<file path="config.mk">
export PLATFORM = sky130hd
export DESIGN_NAME = masked_3x3_convolution_core
export DESIGN_NICKNAME = d
export VERILOG_FILES = /design/src/hw/rtl/m3c_pkg.sv /design/src/hw/rtl/m3c_mac.sv /design/src/hw/rtl/m3c_div.sv /design/src/hw/rtl/masked_3x3_convolution_core.sv
export SDC_FILE = /design/constraint.sdc
export NUM_CORES = 2
export LEC_CHECK = 0
export BUFFER_PORTS_ARGS = -buffer_cell sky130_fd_sc_hd__buf_2
export CAP_MARGIN = 20
export CORE_UTILIZATION = 40
export DETAILED_ROUTE_END_ITERATION = 10
export SKIP_CTS_REPAIR_TIMING = 1
export SLEW_MARGIN = 20
export SYNTH_ARGS = -nofsm -noshare
export SYNTH_HDL_FRONTEND = slang
export SYNTH_HIERARCHICAL = 1
export SYNTH_SLANG_ARGS = --single-unit
</file>
<file path="constraint.sdc">
create_clock -name clk_i -period 18.46 [get_ports clk_i]
set_input_delay 4.615 -clock clk_i [delete_from_list [all_inputs] [get_ports clk_i]]
set_output_delay 4.615 -clock clk_i [all_outputs]
set_load 0.01 [all_outputs]
</file>
<file path="src/hw/rtl/m3c_pkg.sv">
// Shared types and constants of the masked 3x3 convolution core.
// No dependencies; used by m3c_mac and masked_3x3_convolution_core.
package m3c_pkg;

  localparam int SAMPLE_BITS_DEF     = 16;
  localparam int WGT_FRAC_BITS_DEF   = 12;
  localparam int KERNEL_SIZE         = 3;
  localparam int WGT_W               = 16;            // one packed kernel weight
  localparam int KROW_W              = KERNEL_SIZE * WGT_W;
  localparam int DEN_W               = WGT_W + 4;     // sum of nine weights
  localparam int OUT_W               = 40;
  localparam int CFG_IDX_W           = 2;
  localparam int CFG_DATA_W          = KROW_W;

  // Reset kernel: 0.5 1.0 0.5 / 1.0 -6.0 1.0 / 0.5 1.0 0.5 in Q4.12
  localparam logic [KROW_W-1:0] KROW_OUTER_RST  = 48'h0800_1000_0800;
  localparam logic [KROW_W-1:0] KROW_MIDDLE_RST = 48'h1000_A000_1000;
  localparam logic              ABS_MODE_RST    = 1'b1;

  typedef enum logic [CFG_IDX_W-1:0] {
    CFG_KTOP = 2'd0,
    CFG_KMID = 2'd1,
    CFG_KBOT = 2'd2,
    CFG_ABS  = 2'd3
  } cfg_reg_e;

  typedef enum logic [1:0] {
    PIX_VALID     = 2'd0,
    PIX_NODATA    = 2'd1,
    PIX_ZERO_WSUM = 2'd2,
    PIX_RSVD      = 2'd3
  } pix_status_e;

  // Control of the shared multiply-accumulate unit
  typedef struct packed {
    logic clr;   // clear both accumulators
    logic en;    // issue one tap
    logic vld;   // the issued tap is a valid neighbour
  } mac_ctl_t;

endpackage

</file>
<file path="src/hw/rtl/m3c_mac.sv">
// Shared multiply-accumulate unit: one kernel tap per cycle, product registered.
// Depends on m3c_pkg (mac_ctl_t, widths).
module m3c_mac #(
  parameter int SAMPLE_BITS = m3c_pkg::SAMPLE_BITS_DEF,
  parameter int ACC_W       = SAMPLE_BITS + m3c_pkg::WGT_W + 4
) (
  input  logic                              clk_i,
  input  logic                              rst_ni,
  input  m3c_pkg::mac_ctl_t                 ctl_i,
  input  logic signed [SAMPLE_BITS-1:0]     sample_i,
  input  logic signed [m3c_pkg::WGT_W-1:0]  weight_i,
  output logic signed [ACC_W-1:0]           num_o,
  output logic signed [m3c_pkg::DEN_W-1:0]  den_o
);

  localparam int PROD_W = SAMPLE_BITS + m3c_pkg::WGT_W;

  logic signed [PROD_W-1:0]          prod_q;
  logic signed [m3c_pkg::WGT_W-1:0]  wgt_q;
  logic                              pv_q;
  logic signed [ACC_W-1:0]           num_q;
  logic signed [m3c_pkg::DEN_W-1:0]  den_q;

  always_ff @(posedge clk_i) begin
    prod_q <= sample_i * weight_i;
    wgt_q  <= weight_i;
  end

  always_ff @(posedge clk_i or negedge rst_ni) begin
    if (!rst_ni) begin
      pv_q  <= 1'b0;
      num_q <= '0;
      den_q <= '0;
    end else if (ctl_i.clr) begin
      pv_q  <= 1'b0;
      num_q <= '0;
      den_q <= '0;
    end else begin
      pv_q <= ctl_i.en & ctl_i.vld;
      // accumulate the tap issued last cycle
      if (pv_q) begin
        num_q <= num_q + ACC_W'(prod_q);
        den_q <= den_q + m3c_pkg::DEN_W'(wgt_q);
      end
    end
  end

  assign num_o = num_q;
  assign den_o = den_q;

endmodule

</file>
<file path="src/hw/rtl/m3c_div.sv">
// Iterative unsigned restoring divider, two quotient bits per cycle.
// Depends on nothing outside this file; quotient holds after done.
module m3c_div #(
  parameter int DVD_W = 48,
  parameter int DVS_W = 20
) (
  input  logic                                 clk_i,
  input  logic                                 rst_ni,
  input  logic                                 start_i,
  input  logic [DVD_W-1:0]                     dividend_i,
  input  logic [DVS_W-1:0]                     divisor_i,
  output logic                                 done_o,
  output logic [2*((DVD_W+1)/2)-1:0]           quot_o
);

  localparam int ITER  = (DVD_W + 1) / 2;
  localparam int P_W   = 2 * ITER;
  localparam int CNT_W = $clog2(ITER + 1);

  logic [P_W-1:0]   acc_q;
  logic [DVS_W-1:0] rem_q;
  logic [DVS_W-1:0] dvs_q;
  logic [CNT_W-1:0] cnt_q;
  logic             busy_q;
  logic             done_q;

  logic [DVS_W:0]   t1, t2;
  logic             ge1, ge2;
  logic [DVS_W-1:0] r1, r2;

  always_comb begin
    t1  = {rem_q, acc_q[P_W-1]};
    ge1 = t1 >= {1'b0, dvs_q};
    r1  = ge1 ? DVS_W'(t1 - {1'b0, dvs_q}) : DVS_W'(t1);
    t2  = {r1, acc_q[P_W-2]};
    ge2 = t2 >= {1'b0, dvs_q};
    r2  = ge2 ? DVS_W'(t2 - {1'b0, dvs_q}) : DVS_W'(t2);
  end

  always_ff @(posedge clk_i) begin
    if (start_i) begin
      acc_q <= P_W'(dividend_i);
      rem_q <= '0;
      dvs_q <= divisor_i;
    end else if (busy_q) begin
      acc_q <= {acc_q[P_W-3:0], ge1, ge2};
      rem_q <= r2;
    end
  end

  always_ff @(posedge clk_i or negedge rst_ni) begin
    if (!rst_ni) begin
      busy_q <= 1'b0;
      done_q <= 1'b0;
      cnt_q  <= '0;
    end else begin
      done_q <= 1'b0;
      if (start_i) begin
        busy_q <= 1'b1;
        cnt_q  <= CNT_W'(ITER);
      end else if (busy_q) begin
        cnt_q <= cnt_q - 1'b1;
        if (cnt_q == CNT_W'(1)) begin
          busy_q <= 1'b0;
          done_q <= 1'b1;
        end
      end
    end
  end

  assign done_o = done_q;
  assign quot_o = acc_q;

endmodule

</file>
<file path="src/hw/rtl/masked_3x3_convolution_core.sv">
// Masked 3x3 convolution core: column stream in, up to two filtered pixels out.
// Per result, the core runs a nine-tap pass of the shared MAC and, in mean mode,
// the radix-4 divider; a no-data centre needs neither. Any output stall holds the
// core. tready stays low for the whole item. Reset (async, active low) restores
// the default kernel and absolute mode and empties the column window. Uses
// m3c_pkg, m3c_mac, m3c_div.
module masked_3x3_convolution_core #(
  parameter int SAMPLE_BITS          = m3c_pkg::SAMPLE_BITS_DEF,
  parameter int WEIGHT_FRACTION_BITS = m3c_pkg::WGT_FRAC_BITS_DEF
) (
  input  logic                                         clk_i,
  input  logic                                         rst_ni,
  // top_sample, top_valid, middle_sample, middle_valid, bottom_sample,
  // bottom_valid, zero fill
  input  logic [((3*(SAMPLE_BITS+1)+7)/8)*8-1:0]       s_axis_tdata,
  input  logic                                         s_axis_tlast,   // row_end
  input  logic                                         s_axis_tvalid,
  output logic                                         s_axis_tready,
  output logic [m3c_pkg::OUT_W-1:0]                    m_axis_tdata,   // filtered_value
  output logic [1:0]                                   m_axis_tuser,   // pixel_status
  output logic                                         m_axis_tlast,   // last_of_run
  output logic                                         m_axis_tvalid,
  input  logic                                         m_axis_tready,
  input  logic                                         cfg_we_i,
  input  logic [m3c_pkg::CFG_IDX_W-1:0]                cfg_idx_i,
  input  logic [m3c_pkg::CFG_DATA_W-1:0]               cfg_data_i
);

  localparam int S      = SAMPLE_BITS;
  localparam int F      = WEIGHT_FRACTION_BITS;
  localparam int OW     = m3c_pkg::OUT_W;
  localparam int DW     = m3c_pkg::DEN_W;
  localparam int WW     = m3c_pkg::WGT_W;
  localparam int ACC_W  = S + WW + 4;
  localparam int DVD_W  = ACC_W + F;
  localparam int Q_W    = 2 * ((DVD_W + 1) / 2);
  localparam int MAG_W  = (Q_W > OW + 1) ? Q_W : OW + 1;
  localparam logic [MAG_W-1:0] NEG_LIM = MAG_W'(1) << (OW - 1);
  localparam logic [MAG_W-1:0] POS_LIM = NEG_LIM - MAG_W'(1);
  localparam logic [1:0] TAP_LAST = 2'(m3c_pkg::KERNEL_SIZE - 1);

  typedef enum logic [6:0] {
    ST_IDLE   = 7'b0000001,
    ST_SETUP  = 7'b0000010,
    ST_MAC    = 7'b0000100,
    ST_DRAIN  = 7'b0001000,
    ST_DECIDE = 7'b0010000,
    ST_DIV    = 7'b0100000,
    ST_EMIT   = 7'b1000000
  } state_e;

  // Column sources of the window
  typedef enum logic [1:0] {
    SRC_WIN0 = 2'd0,
    SRC_WIN1 = 2'd1,
    SRC_CUR  = 2'd2,
    SRC_NONE = 2'd3
  } col_src_e;

  state_e state_q, state_d;

  // configuration
  logic [m3c_pkg::KROW_W-1:0] krow_q [m3c_pkg::KERNEL_SIZE];
  logic                       abs_q;

  // column window and current column
  logic signed [S-1:0] win_smp_q [2][3];
  logic [2:0]          win_vld_q [2];
  logic [1:0]          held_q;
  logic signed [S-1:0] cur_smp_q [3];
  logic [2:0]          cur_vld_q;
  logic                row_end_q;

  // sequencing
  logic       pass_q, pass_d;
  logic [1:0] col_q, col_d, row_q, row_d;
  logic       finish;

  // result
  logic [OW-1:0] res_val_q, res_val_d;
  logic [1:0]    res_st_q, res_st_d;

  // output register
  logic          out_vld_q;
  logic [OW-1:0] out_val_q;
  logic [1:0]    out_st_q;
  logic          out_last_q;
  logic          out_free, out_load;

  // datapath
  m3c_pkg::mac_ctl_t           mac_ctl;
  logic signed [S-1:0]         tap_smp;
  logic                        tap_vld;
  logic signed [WW-1:0]        tap_wgt;
  logic signed [ACC_W-1:0]     num;
  logic signed [DW-1:0]        den;
  logic                        num_neg, den_neg;
  logic [ACC_W-1:0]            num_mag;
  logic [DW-1:0]               den_mag;
  logic                        div_start, div_done;
  logic [Q_W-1:0]              quot;
  logic [MAG_W-1:0]            mag_sel, mag_c;
  logic                        neg_sel;
  logic [OW-1:0]               clamp_val;
  col_src_e                    tap_src;
  logic [1:0]                  ctr_vld;
  logic [m3c_pkg::KROW_W-1:0]  wrow;

  logic s_acc;
  assign s_acc         = s_axis_tvalid & s_axis_tready;
  assign s_axis_tready = (state_q == ST_IDLE);

  // configuration port
  always_ff @(posedge clk_i or negedge rst_ni) begin
    if (!rst_ni) begin
      krow_q[0] <= m3c_pkg::KROW_OUTER_RST;
      krow_q[1] <= m3c_pkg::KROW_MIDDLE_RST;
      krow_q[2] <= m3c_pkg::KROW_OUTER_RST;
      abs_q     <= m3c_pkg::ABS_MODE_RST;
    end else if (cfg_we_i) begin
      unique case (m3c_pkg::cfg_reg_e'(cfg_idx_i))
        m3c_pkg::CFG_KTOP: krow_q[0] <= cfg_data_i;
        m3c_pkg::CFG_KMID: krow_q[1] <= cfg_data_i;
        m3c_pkg::CFG_KBOT: krow_q[2] <= cfg_data_i;
        m3c_pkg::CFG_ABS:  abs_q     <= cfg_data_i[0];
        default: ;
      endcase
    end
  end

  // capture the incoming column
  always_ff @(posedge clk_i) begin
    if (s_acc) begin
      cur_smp_q[0] <= s_axis_tdata[S-1:0];
      cur_smp_q[1] <= s_axis_tdata[2*S:S+1];
      cur_smp_q[2] <= s_axis_tdata[3*S+1:2*S+2];
      row_end_q    <= s_axis_tlast;
    end
  end

  always_ff @(posedge clk_i or negedge rst_ni) begin
    if (!rst_ni) begin
      cur_vld_q <= '0;
    end else if (s_acc) begin
      cur_vld_q <= {s_axis_tdata[3*S+2], s_axis_tdata[2*S+1], s_axis_tdata[S]};
    end
  end

  // window: shift on a plain column, drop everything at the end of a row
  always_ff @(posedge clk_i) begin
    if (finish && !row_end_q) begin
      for (int r = 0; r < 3; r++) begin
        win_smp_q[0][r] <= win_smp_q[1][r];
        win_smp_q[1][r] <= cur_smp_q[r];
      end
    end
  end

  always_ff @(posedge clk_i or negedge rst_ni) begin
    if (!rst_ni) begin
      win_vld_q[0] <= '0;
      win_vld_q[1] <= '0;
      held_q       <= '0;
    end else if (finish) begin
      if (row_end_q) begin
        win_vld_q[0] <= '0;
        win_vld_q[1] <= '0;
        held_q       <= '0;
      end else begin
        win_vld_q[0] <= win_vld_q[1];
        win_vld_q[1] <= cur_vld_q;
        if (!held_q[1]) held_q <= held_q + 2'd1;
      end
    end
  end

  // tap selection: pass 0 centres on the held column, pass 1 on the new one
  assign tap_src = col_src_e'(col_q + {1'b0, pass_q});

  always_comb begin
    tap_smp = '0;
    tap_vld = 1'b0;
    unique case (tap_src)
      SRC_WIN0: begin
        tap_smp = win_smp_q[0][row_q];
        tap_vld = win_vld_q[0][row_q] & held_q[1];
      end
      SRC_WIN1: begin
        tap_smp = win_smp_q[1][row_q];
        tap_vld = win_vld_q[1][row_q] & (held_q != 2'd0);
      end
      SRC_CUR: begin
        tap_smp = cur_smp_q[row_q];
        tap_vld = cur_vld_q[row_q];
      end
      SRC_NONE: begin
        tap_smp = '0;
        tap_vld = 1'b0;
      end
      default: ;
    endcase
  end

  assign ctr_vld = {cur_vld_q[1], win_vld_q[1][1]};

  always_comb begin
    wrow    = krow_q[row_q];
    tap_wgt = '0;
    unique case (col_q)
      2'd0:    tap_wgt = wrow[3*WW-1:2*WW];
      2'd1:    tap_wgt = wrow[2*WW-1:WW];
      2'd2:    tap_wgt = wrow[WW-1:0];
      default: tap_wgt = '0;
    endcase
  end

  m3c_mac #(
    .SAMPLE_BITS (S),
    .ACC_W       (ACC_W)
  ) u_mac (
    .clk_i    (clk_i),
    .rst_ni   (rst_ni),
    .ctl_i    (mac_ctl),
    .sample_i (tap_smp),
    .weight_i (tap_wgt),
    .num_o    (num),
    .den_o    (den)
  );

  assign num_neg = num[ACC_W-1];
  assign den_neg = den[DW-1];
  assign num_mag = num_neg ? (~num + ACC_W'(1)) : num;
  assign den_mag = den_neg ? (~den + DW'(1)) : den;

  m3c_div #(
    .DVD_W (DVD_W),
    .DVS_W (DW)
  ) u_div (
    .clk_i      (clk_i),
    .rst_ni     (rst_ni),
    .start_i    (div_start),
    .dividend_i ({num_mag, {F{1'b0}}}),
    .divisor_i  (den_mag),
    .done_o     (div_done),
    .quot_o     (quot)
  );

  // saturate sign and magnitude to the output range
  always_comb begin
    mag_sel = abs_q ? MAG_W'(num_mag) : MAG_W'(quot);
    neg_sel = abs_q ? num_neg : (num_neg ^ den_neg);
    if (neg_sel) begin
      mag_c     = (mag_sel > NEG_LIM) ? NEG_LIM : mag_sel;
      clamp_val = OW'(MAG_W'(0) - mag_c);
    end else begin
      mag_c     = (mag_sel > POS_LIM) ? POS_LIM : mag_sel;
      clamp_val = OW'(mag_c);
    end
  end

  assign out_free = !out_vld_q || m_axis_tready;

  // sequencer
  always_comb begin
    state_d   = state_q;
    pass_d    = pass_q;
    col_d     = col_q;
    row_d     = row_q;
    res_val_d = res_val_q;
    res_st_d  = res_st_q;
    mac_ctl   = '0;
    div_start = 1'b0;
    finish    = 1'b0;
    out_load  = 1'b0;

    unique case (state_q)
      ST_IDLE: begin
        if (s_acc) begin
          pass_d  = 1'b0;
          state_d = ST_SETUP;
        end
      end
      ST_SETUP: begin
        if (!pass_q && held_q == 2'd0) begin
          pass_d = 1'b1;
        end else if (pass_q && !row_end_q) begin
          finish  = 1'b1;
          state_d = ST_IDLE;
        end else if (!ctr_vld[pass_q]) begin
          res_val_d = '0;
          res_st_d  = m3c_pkg::PIX_NODATA;
          state_d   = ST_EMIT;
        end else begin
          mac_ctl.clr = 1'b1;
          col_d       = '0;
          row_d       = '0;
          state_d     = ST_MAC;
        end
      end
      ST_MAC: begin
        mac_ctl.en  = 1'b1;
        mac_ctl.vld = tap_vld;
        if (row_q == TAP_LAST) begin
          row_d = '0;
          if (col_q == TAP_LAST) begin
            state_d = ST_DRAIN;
          end else begin
            col_d = col_q + 2'd1;
          end
        end else begin
          row_d = row_q + 2'd1;
        end
      end
      ST_DRAIN: begin
        state_d = ST_DECIDE;
      end
      ST_DECIDE: begin
        if (abs_q) begin
          res_val_d = clamp_val;
          res_st_d  = m3c_pkg::PIX_VALID;
          state_d   = ST_EMIT;
        end else if (den == '0) begin
          res_val_d = '0;
          res_st_d  = m3c_pkg::PIX_ZERO_WSUM;
          state_d   = ST_EMIT;
        end else begin
          div_start = 1'b1;
          state_d   = ST_DIV;
        end
      end
      ST_DIV: begin
        if (div_done) begin
          res_val_d = clamp_val;
          res_st_d  = m3c_pkg::PIX_VALID;
          state_d   = ST_EMIT;
        end
      end
      ST_EMIT: begin
        if (out_free) begin
          out_load = 1'b1;
          if (!pass_q) begin
            pass_d  = 1'b1;
            state_d = ST_SETUP;
          end else begin
            finish  = 1'b1;
            state_d = ST_IDLE;
          end
        end
      end
      default: state_d = ST_IDLE;
    endcase
  end

  always_ff @(posedge clk_i or negedge rst_ni) begin
    if (!rst_ni) begin
      state_q <= ST_IDLE;
      pass_q  <= 1'b0;
      col_q   <= '0;
      row_q   <= '0;
    end else begin
      state_q <= state_d;
      pass_q  <= pass_d;
      col_q   <= col_d;
      row_q   <= row_d;
    end
  end

  always_ff @(posedge clk_i) begin
    res_val_q <= res_val_d;
    res_st_q  <= res_st_d;
  end

  // output register: holds a request until the sink takes it
  always_ff @(posedge clk_i or negedge rst_ni) begin
    if (!rst_ni) begin
      out_vld_q <= 1'b0;
    end else if (out_load) begin
      out_vld_q <= 1'b1;
    end else if (m_axis_tready) begin
      out_vld_q <= 1'b0;
    end
  end

  always_ff @(posedge clk_i) begin
    if (out_load) begin
      out_val_q  <= res_val_q;
      out_st_q   <= res_st_q;
      out_last_q <= pass_q | ~row_end_q;
    end
  end

  assign m_axis_tvalid = out_vld_q;
  assign m_axis_tdata  = out_val_q;
  assign m_axis_tuser  = out_st_q;
  assign m_axis_tlast  = out_last_q;

endmodule
</file>
### Word-level counts from Yosys, hierarchy flattened

Memories as Yosys holds them, arrays and structs flattened.
Cells that the tools add are included.

| word-level totals | value |
|---|---|
| flip-flop bits (word level) | 455 |
| memory bits (writable) | 144 |
| input bits | 112 |
| logic and storage cells | 230 |
| memories | 2 |

| operators by class | value |
|---|---|
| $add $sub $neg | 12 |
| multiply operators | 1 |
| $lt $le $gt $ge | 7 |
| equal/unequal tests | 30 |
| multiplexer cells | 106 |
| bitwise logic cells | 10 |
| reductions and logical operators | 29 |

Memory list:

| memory | words | width | read ports | clocked after memory_dff | wr ports | RTL line | RTL |
|---|---|---|---|---|---|---|---|
| win_smp_q | 2 | 48 | 2 | 0 | 2 | masked_3x3_convolution_core.sv:67 | `logic signed [S-1:0] win_smp_q [2][3];` |
| cur_smp_q | 3 | 16 | 4 | 0 | 3 | masked_3x3_convolution_core.sv:70 | `logic signed [S-1:0] cur_smp_q [3];` |

Operators by type and width:

| cell | count |
|---|---|
| 2-to-1 mux 40 bit | 9 |
| 2-to-1 mux 48 bit | 5 |
| case mux 40 bit (3 select lines) | 1 |
| 2-to-1 mux 36 bit | 3 |
| binary-select mux 48 bit (select 2 bit) | 1 |
| 2-to-1 mux 20 bit | 4 |
| 2-to-1 mux 7 bit | 10 |
| binary-select mux 16 bit (select 2 bit) | 2 |
| 2-to-1 mux 16 bit | 4 |
| case mux 16 bit (4 select lines) | 1 |
| case mux 7 bit (7 select lines) | 1 |
| > comparator 48 x 39 -> 1 bit (second input constant) | 1 |
| > comparator 48 x 40 -> 1 bit (second input constant) | 1 |
| case mux 16 bit (3 select lines) | 1 |
| greater-or-equal comparator 21 x 20 -> 1 bit | 2 |
| subtractor 1 x 40 -> 40 bit (first input constant) | 1 |
| subtractor 20 bit | 2 |
| adder 36 x 2 -> 36 bit (second input constant) | 1 |
| adder 36 x 32 -> 36 bit | 1 |
| inverter 36 bit | 1 |
| 2-to-1 mux 1 bit | 35 |
| multiplier 16 x 16 -> 32 bit | 1 |
| 2-to-1 mux 2 bit | 16 |
| adder 20 x 16 -> 20 bit | 1 |
| other kinds (45) | 90 |

### Longest topological paths before layout

| logic depth | value |
|---|---|
| depth after elaboration | 10 |
| gate-level depth with buffers | 32 |
| gate-level depth less buffers | 28 |

### Cells and area by module

Netlist, hierarchy kept.

By module, submodules not included:

| module | times used | cells each | area each (um^2) | seq. area each (um^2) |
|---|---|---|---|---|
| masked_3x3_convolution_core | 1 | 1786 | 20484.6 | 11150.7 |
| m3c_mac | 1 | 1712 | 15761.4 | 2387.3 |
| m3c_div | 1 | 587 | 6135.9 | 2617.5 |

### Worst setup path before layout

OpenSTA, ideal clock, no wires.

| timing path | value |
|---|---|
| path kind | input port to flip-flop |
| from | input port m_axis_tready |
| to | memory win_smp_q[0][0] (netlist bit), enable pin |
| setup time | 0.552 ns |
| data arrival time | 11.587 ns |
| data required time | 17.908 ns |
| slack | 6.321 ns |
| stages | 5 |
| buffers on the path | 1 |
| path through | nand2b_1 nor2b_1 o21ai_1 clkbuf_1 nor2_1 |

RTL lines:

| what | RTL line | RTL |
|---|---|---|
| start, declared | masked_3x3_convolution_core.sv:23 | `input logic m_axis_tready,` |
| end, declared | masked_3x3_convolution_core.sv:67 |  |

### Final worst setup path

| timing path | value |
|---|---|
| from | register row_q[0] |
| to | register u_mac.prod_q[30] |

| on the way | value |
|---|---|
| cells in the longest elaborated chain, start to end | 6 |

RTL lines:

| what | RTL line | RTL |
|---|---|---|
| start, declared | masked_3x3_convolution_core.sv:76 | `logic [1:0] col_q, col_d, row_q, row_d;` |
| start signal, assigned | masked_3x3_convolution_core.sv:364 | `row_q <= row_d;` |
| inverter 2 -> 3 bit (not written as such) | masked_3x3_convolution_core.sv:207 | `wrow = krow_q[row_q];` |
| binary-select mux 48 bit (select 2 bit) | masked_3x3_convolution_core.sv:207 |  |
| 2-to-1 mux 48 bit (not written as such) (2 in a row) | masked_3x3_convolution_core.sv:207 |  |
| case mux 16 bit (3 select lines) | masked_3x3_convolution_core.sv:209 | `unique case (col_q)` |
| via tap_wgt[7] | masked_3x3_convolution_core.sv:94 | `logic signed [WW-1:0] tap_wgt;` |
| multiplier 16 x 16 -> 32 bit | m3c_mac.sv:25 | `prod_q <= sample_i * weight_i;` |
| end signal, assigned | m3c_mac.sv:25 |  |
| end, declared | m3c_mac.sv:18 | `logic signed [PROD_W-1:0] prod_q;` |

The timed path passes the listed nets, and every way through them passes these cells. The select of a mux whose other input is x is not followed.
A chain may end at the register's enable or synchronous reset.

==> flow_metrics.py <==
metrics = {
    "status": {
        "outcome": "finished clean",
    },
    "floorplanning": {
        "core_mm2": 0.105,
        "chipWidth_um": 328,
        "io_pins": 157,
        "start_util": 0.403,
        "die_h_um": 328,
        "design.die.area_mm2": 0.107,
        "fp-row-count": 119,
    },
    "setup_path": {
        "cp_num_buf_inv": 4,
        "reg2reg_to": "u_mac/prod_q[30]$_DFF_P_",
        "r2r_setup_slack_ps": 8760,
        "crit_start": "row_q[0]$_DFFE_PN0P_",
        "start_kind": "flop",
        "worstPathArrival_ps": 10260,
        "cpMaxStageDelayCell": "dfrtp_4",
        "cp.required_ps": 19020,
        "crit_top_cell": "fa_1",
        "rr_startpoint": "row_q[0]$_DFFE_PN0P_",
        "crit_path_end_kind": "flop",
        "path_class": "reg2reg",
        "setup.worst_path.end": "u_mac/prod_q[30]$_DFF_P_",
        "cp.depth": 26,
        "max_stage_delay_ps": 920,
        "r2r_cells": 26,
        "crit_fanout": 63,
        "cp_top_family": "adder cells",
    },
    "sta": {
        "finalMaxSlewViolations": 0,
        "min_period_ps": 9700,
        "max_slew_margin": 0.275,
        "finClkSkew_ps": 32.8,
        "grt_setup_unrepaired": "false",
        "fin_crit_sh": 0.525,
        "setup_viol": 0,
        "hold_viol": 0,
        "fmax_mhz": 103,
        "worstMarginPinSlew_ps": 1090,
        "fin_setup_tns_ps": 0,
    },
    "grt": {
        "antenna_found_initial": 7,
        "grt_overflow": 0,
        "grt_max_degree": 105,
        "grtUsageTotal": 0.193,
        "grt_pass1_wl_um": 167000,
        "grt_pass1_vias": 30200,
    },
    "logic_synthesis": {
        "ys_ff_latch": 599,
        "avgSynthCellArea_um2": 10.4,
        "syn_inst": 4085,
        "synth_seq_area_share": 0.381,
        "ys.flop_type": "edfxtp_1",
        "yosys_warnings": 6,
        "syn_area_mm2": 0.0424,
        "synth_edf_count": 298,
        "synth_async_sr_flop_share": 0.389,
        "ys_types": 117,
    },
    "drt": {
        "num_vias": 30300,
        "wirelength_um": 102000,
        "drc": 0,
        "dr.pass1.iters": 5,
        "routedWlPerCell_um": 18.2,
        "drt_iter0_drc": 2052,
        "drt-vias-per-instance": 5.38,
        "ant_nets": 0,
    },
    "final_layout": {
        "fin_nets": 4741,
        "final_common_cell": "inv_1",
        "finalCoreUtilization": 0.446,
        "drive_above_1_share": 0.148,
        "syn_to_final_growth_pct": 10.7,
        "nFillCells": 10000,
        "final_cell_mix": "inv_1 (423), nand2_1 (356), edfxtp_1 (298)",
    },
    "clock_tree": {
        "h-tree-depth": 3,
        "cts_sinks": 599,
        "clock_latency_ps": 640,
        "cts-root-buf": "clkbuf_16",
        "clk_pin_slew_worst_paths_ps": 60,
        "clockBufferDepth": 3,
        "cts_inserted_buffers": 69,
        "cts_tree": "done",
    },
    "min_path": {
        "hold_path.class": "reg2reg",
        "hold_depth": 0,
    },
    "run": {
        "maxCapViolCount": 0,
    },
    "placed_design": {
        "dp.final_hpwl_um": 73600,
        "gp_congestion": 0.890,
        "io_buffers": 151,
    },
}
-- flip-flops by register name, summed over array words and instances, names as in the netlist, 7 cells and up --
register,cells
u_div/quot_o,48
state_q,7
u_mac/num_o,36
win_smp_q,96
u_mac/prod_q,32
u_mac/den_o,20
m_axis_tdata,40
cur_smp_q,48
res_val_q,40
krow_q,144
u_div/rem_q,20
u_mac/wgt_q,16
u_div/dvs_q,20
-- cells by family after synthesis --
| group | after synthesis | synth area share |
|---|---|---|
| mux | 362 | 0.0916 |
| simple gates | 1097 | 0.131 |
| buf+inv | 620 | 0.0572 |
| compound gates | 789 | 0.125 |
| fa+ha+maj | 452 | 0.181 |
| other cells | 1 | 0.0000885 |
| xor+xnor | 165 | 0.0341 |
| flops | 599 | 0.381 |
-- per-layer routing --
| layer | track usage | share of wire | vias to the layer above |
|---|---|---|---|
| li1 | - | - | 14500 |
| met4 | 0.0540 | 0.023 | 2 |
| met3 | 0.0233 | 0.035 | 150 |
| met2 | 0.317 | 0.47 | 639 |
| met1 | 0.269 | 0.47 | 15000 |
| met5 | 0 | 0.00013 | - |
-- cell usage after synthesis (18+ instances only) --
cell	number	area share
o21ai_0	209	0.025
nand2b_1	46	0.0068
mux2i_1	159	0.038
and3_1	22	0.0032
a21o_1	38	0.0067
nor2b_1	23	0.0034
nand4_1	24	0.0035
clkbuf_1	136	0.012
o21a_1	21	0.0037
a31oi_1	24	0.0035
buf_2	20	0.0024
o21bai_1	18	0.0032
dfrtp_1	221	0.13
dfxtp_1	68	0.032
mux2_2	202	0.054
nand3_1	64	0.0076
or3_1	26	0.0038
o22ai_1	26	0.0038
o31ai_1	25	0.0044
inv_1	425	0.038
a222oi_1	18	0.0043
nor3_1	52	0.0061
nor2_1	234	0.021
fa_1	266	0.13
o211ai_1	36	0.0064
and2_1	129	0.019
xor2_1	37	0.0076
nand2_1	356	0.032
nor4_1	29	0.0043
edfxtp_1	298	0.21
ha_1	186	0.055
buf_1	25	0.0022
xnor2_1	128	0.026
a21oi_1	174	0.021
a211oi_1	39	0.0069
-- area by class of cell --
| type | instances | area, µm² | area share |
|---|---|---|---|
| clock buffer | 91 | 1900 | 0.0405 |
| multi-input combinational | 2877 | 24000 | 0.511 |
| sequential | 599 | 16200 | 0.344 |
| inverter | 427 | 1600 | 0.0342 |
| clock inverter | 36 | 363 | 0.00773 |
| tap | 1391 | 1740 | 0.0371 |
| antenna | 3 | 7.51 | 0.000160 |
| timing repair buffer | 203 | 1160 | 0.0246 |
-- how the worst min path moves through the flow --
stage,start,slack (ps),endpoint
2_1_floorplan,res_val_q[0]$_DFFE_PP_,400,m_axis_tdata[0]$_DFFE_PP_
3_3_place_gp,res_val_q[24]$_DFFE_PP_,400,m_axis_tdata[24]$_DFFE_PP_
3_5_place_dp,res_val_q[10]$_DFFE_PP_,400,m_axis_tdata[10]$_DFFE_PP_
4_1_cts,res_val_q[23]$_DFFE_PP_,420,m_axis_tdata[23]$_DFFE_PP_
5_1_grt,res_val_q[21]$_DFFE_PP_,420,m_axis_tdata[21]$_DFFE_PP_
6_report,res_val_q[23]$_DFFE_PP_,420,m_axis_tdata[23]$_DFFE_PP_
-- through the flow --
step	setup WS, ps	hold slack, ps	instance area (µm²)	cells
2_1_floorplan	6320	400	42400	4096
3_3_place_gp	8800	402	44700	5497
3_5_place_dp	8810	405	44700	5497
4_1_cts	8750	416	46900	5624
5_1_grt	8080	419	46900	5626
6_report	8760	416	46900	5627
Power is not shown: default switching activity piles up to over one toggle a cycle in this logic, so the estimate is an artifact.
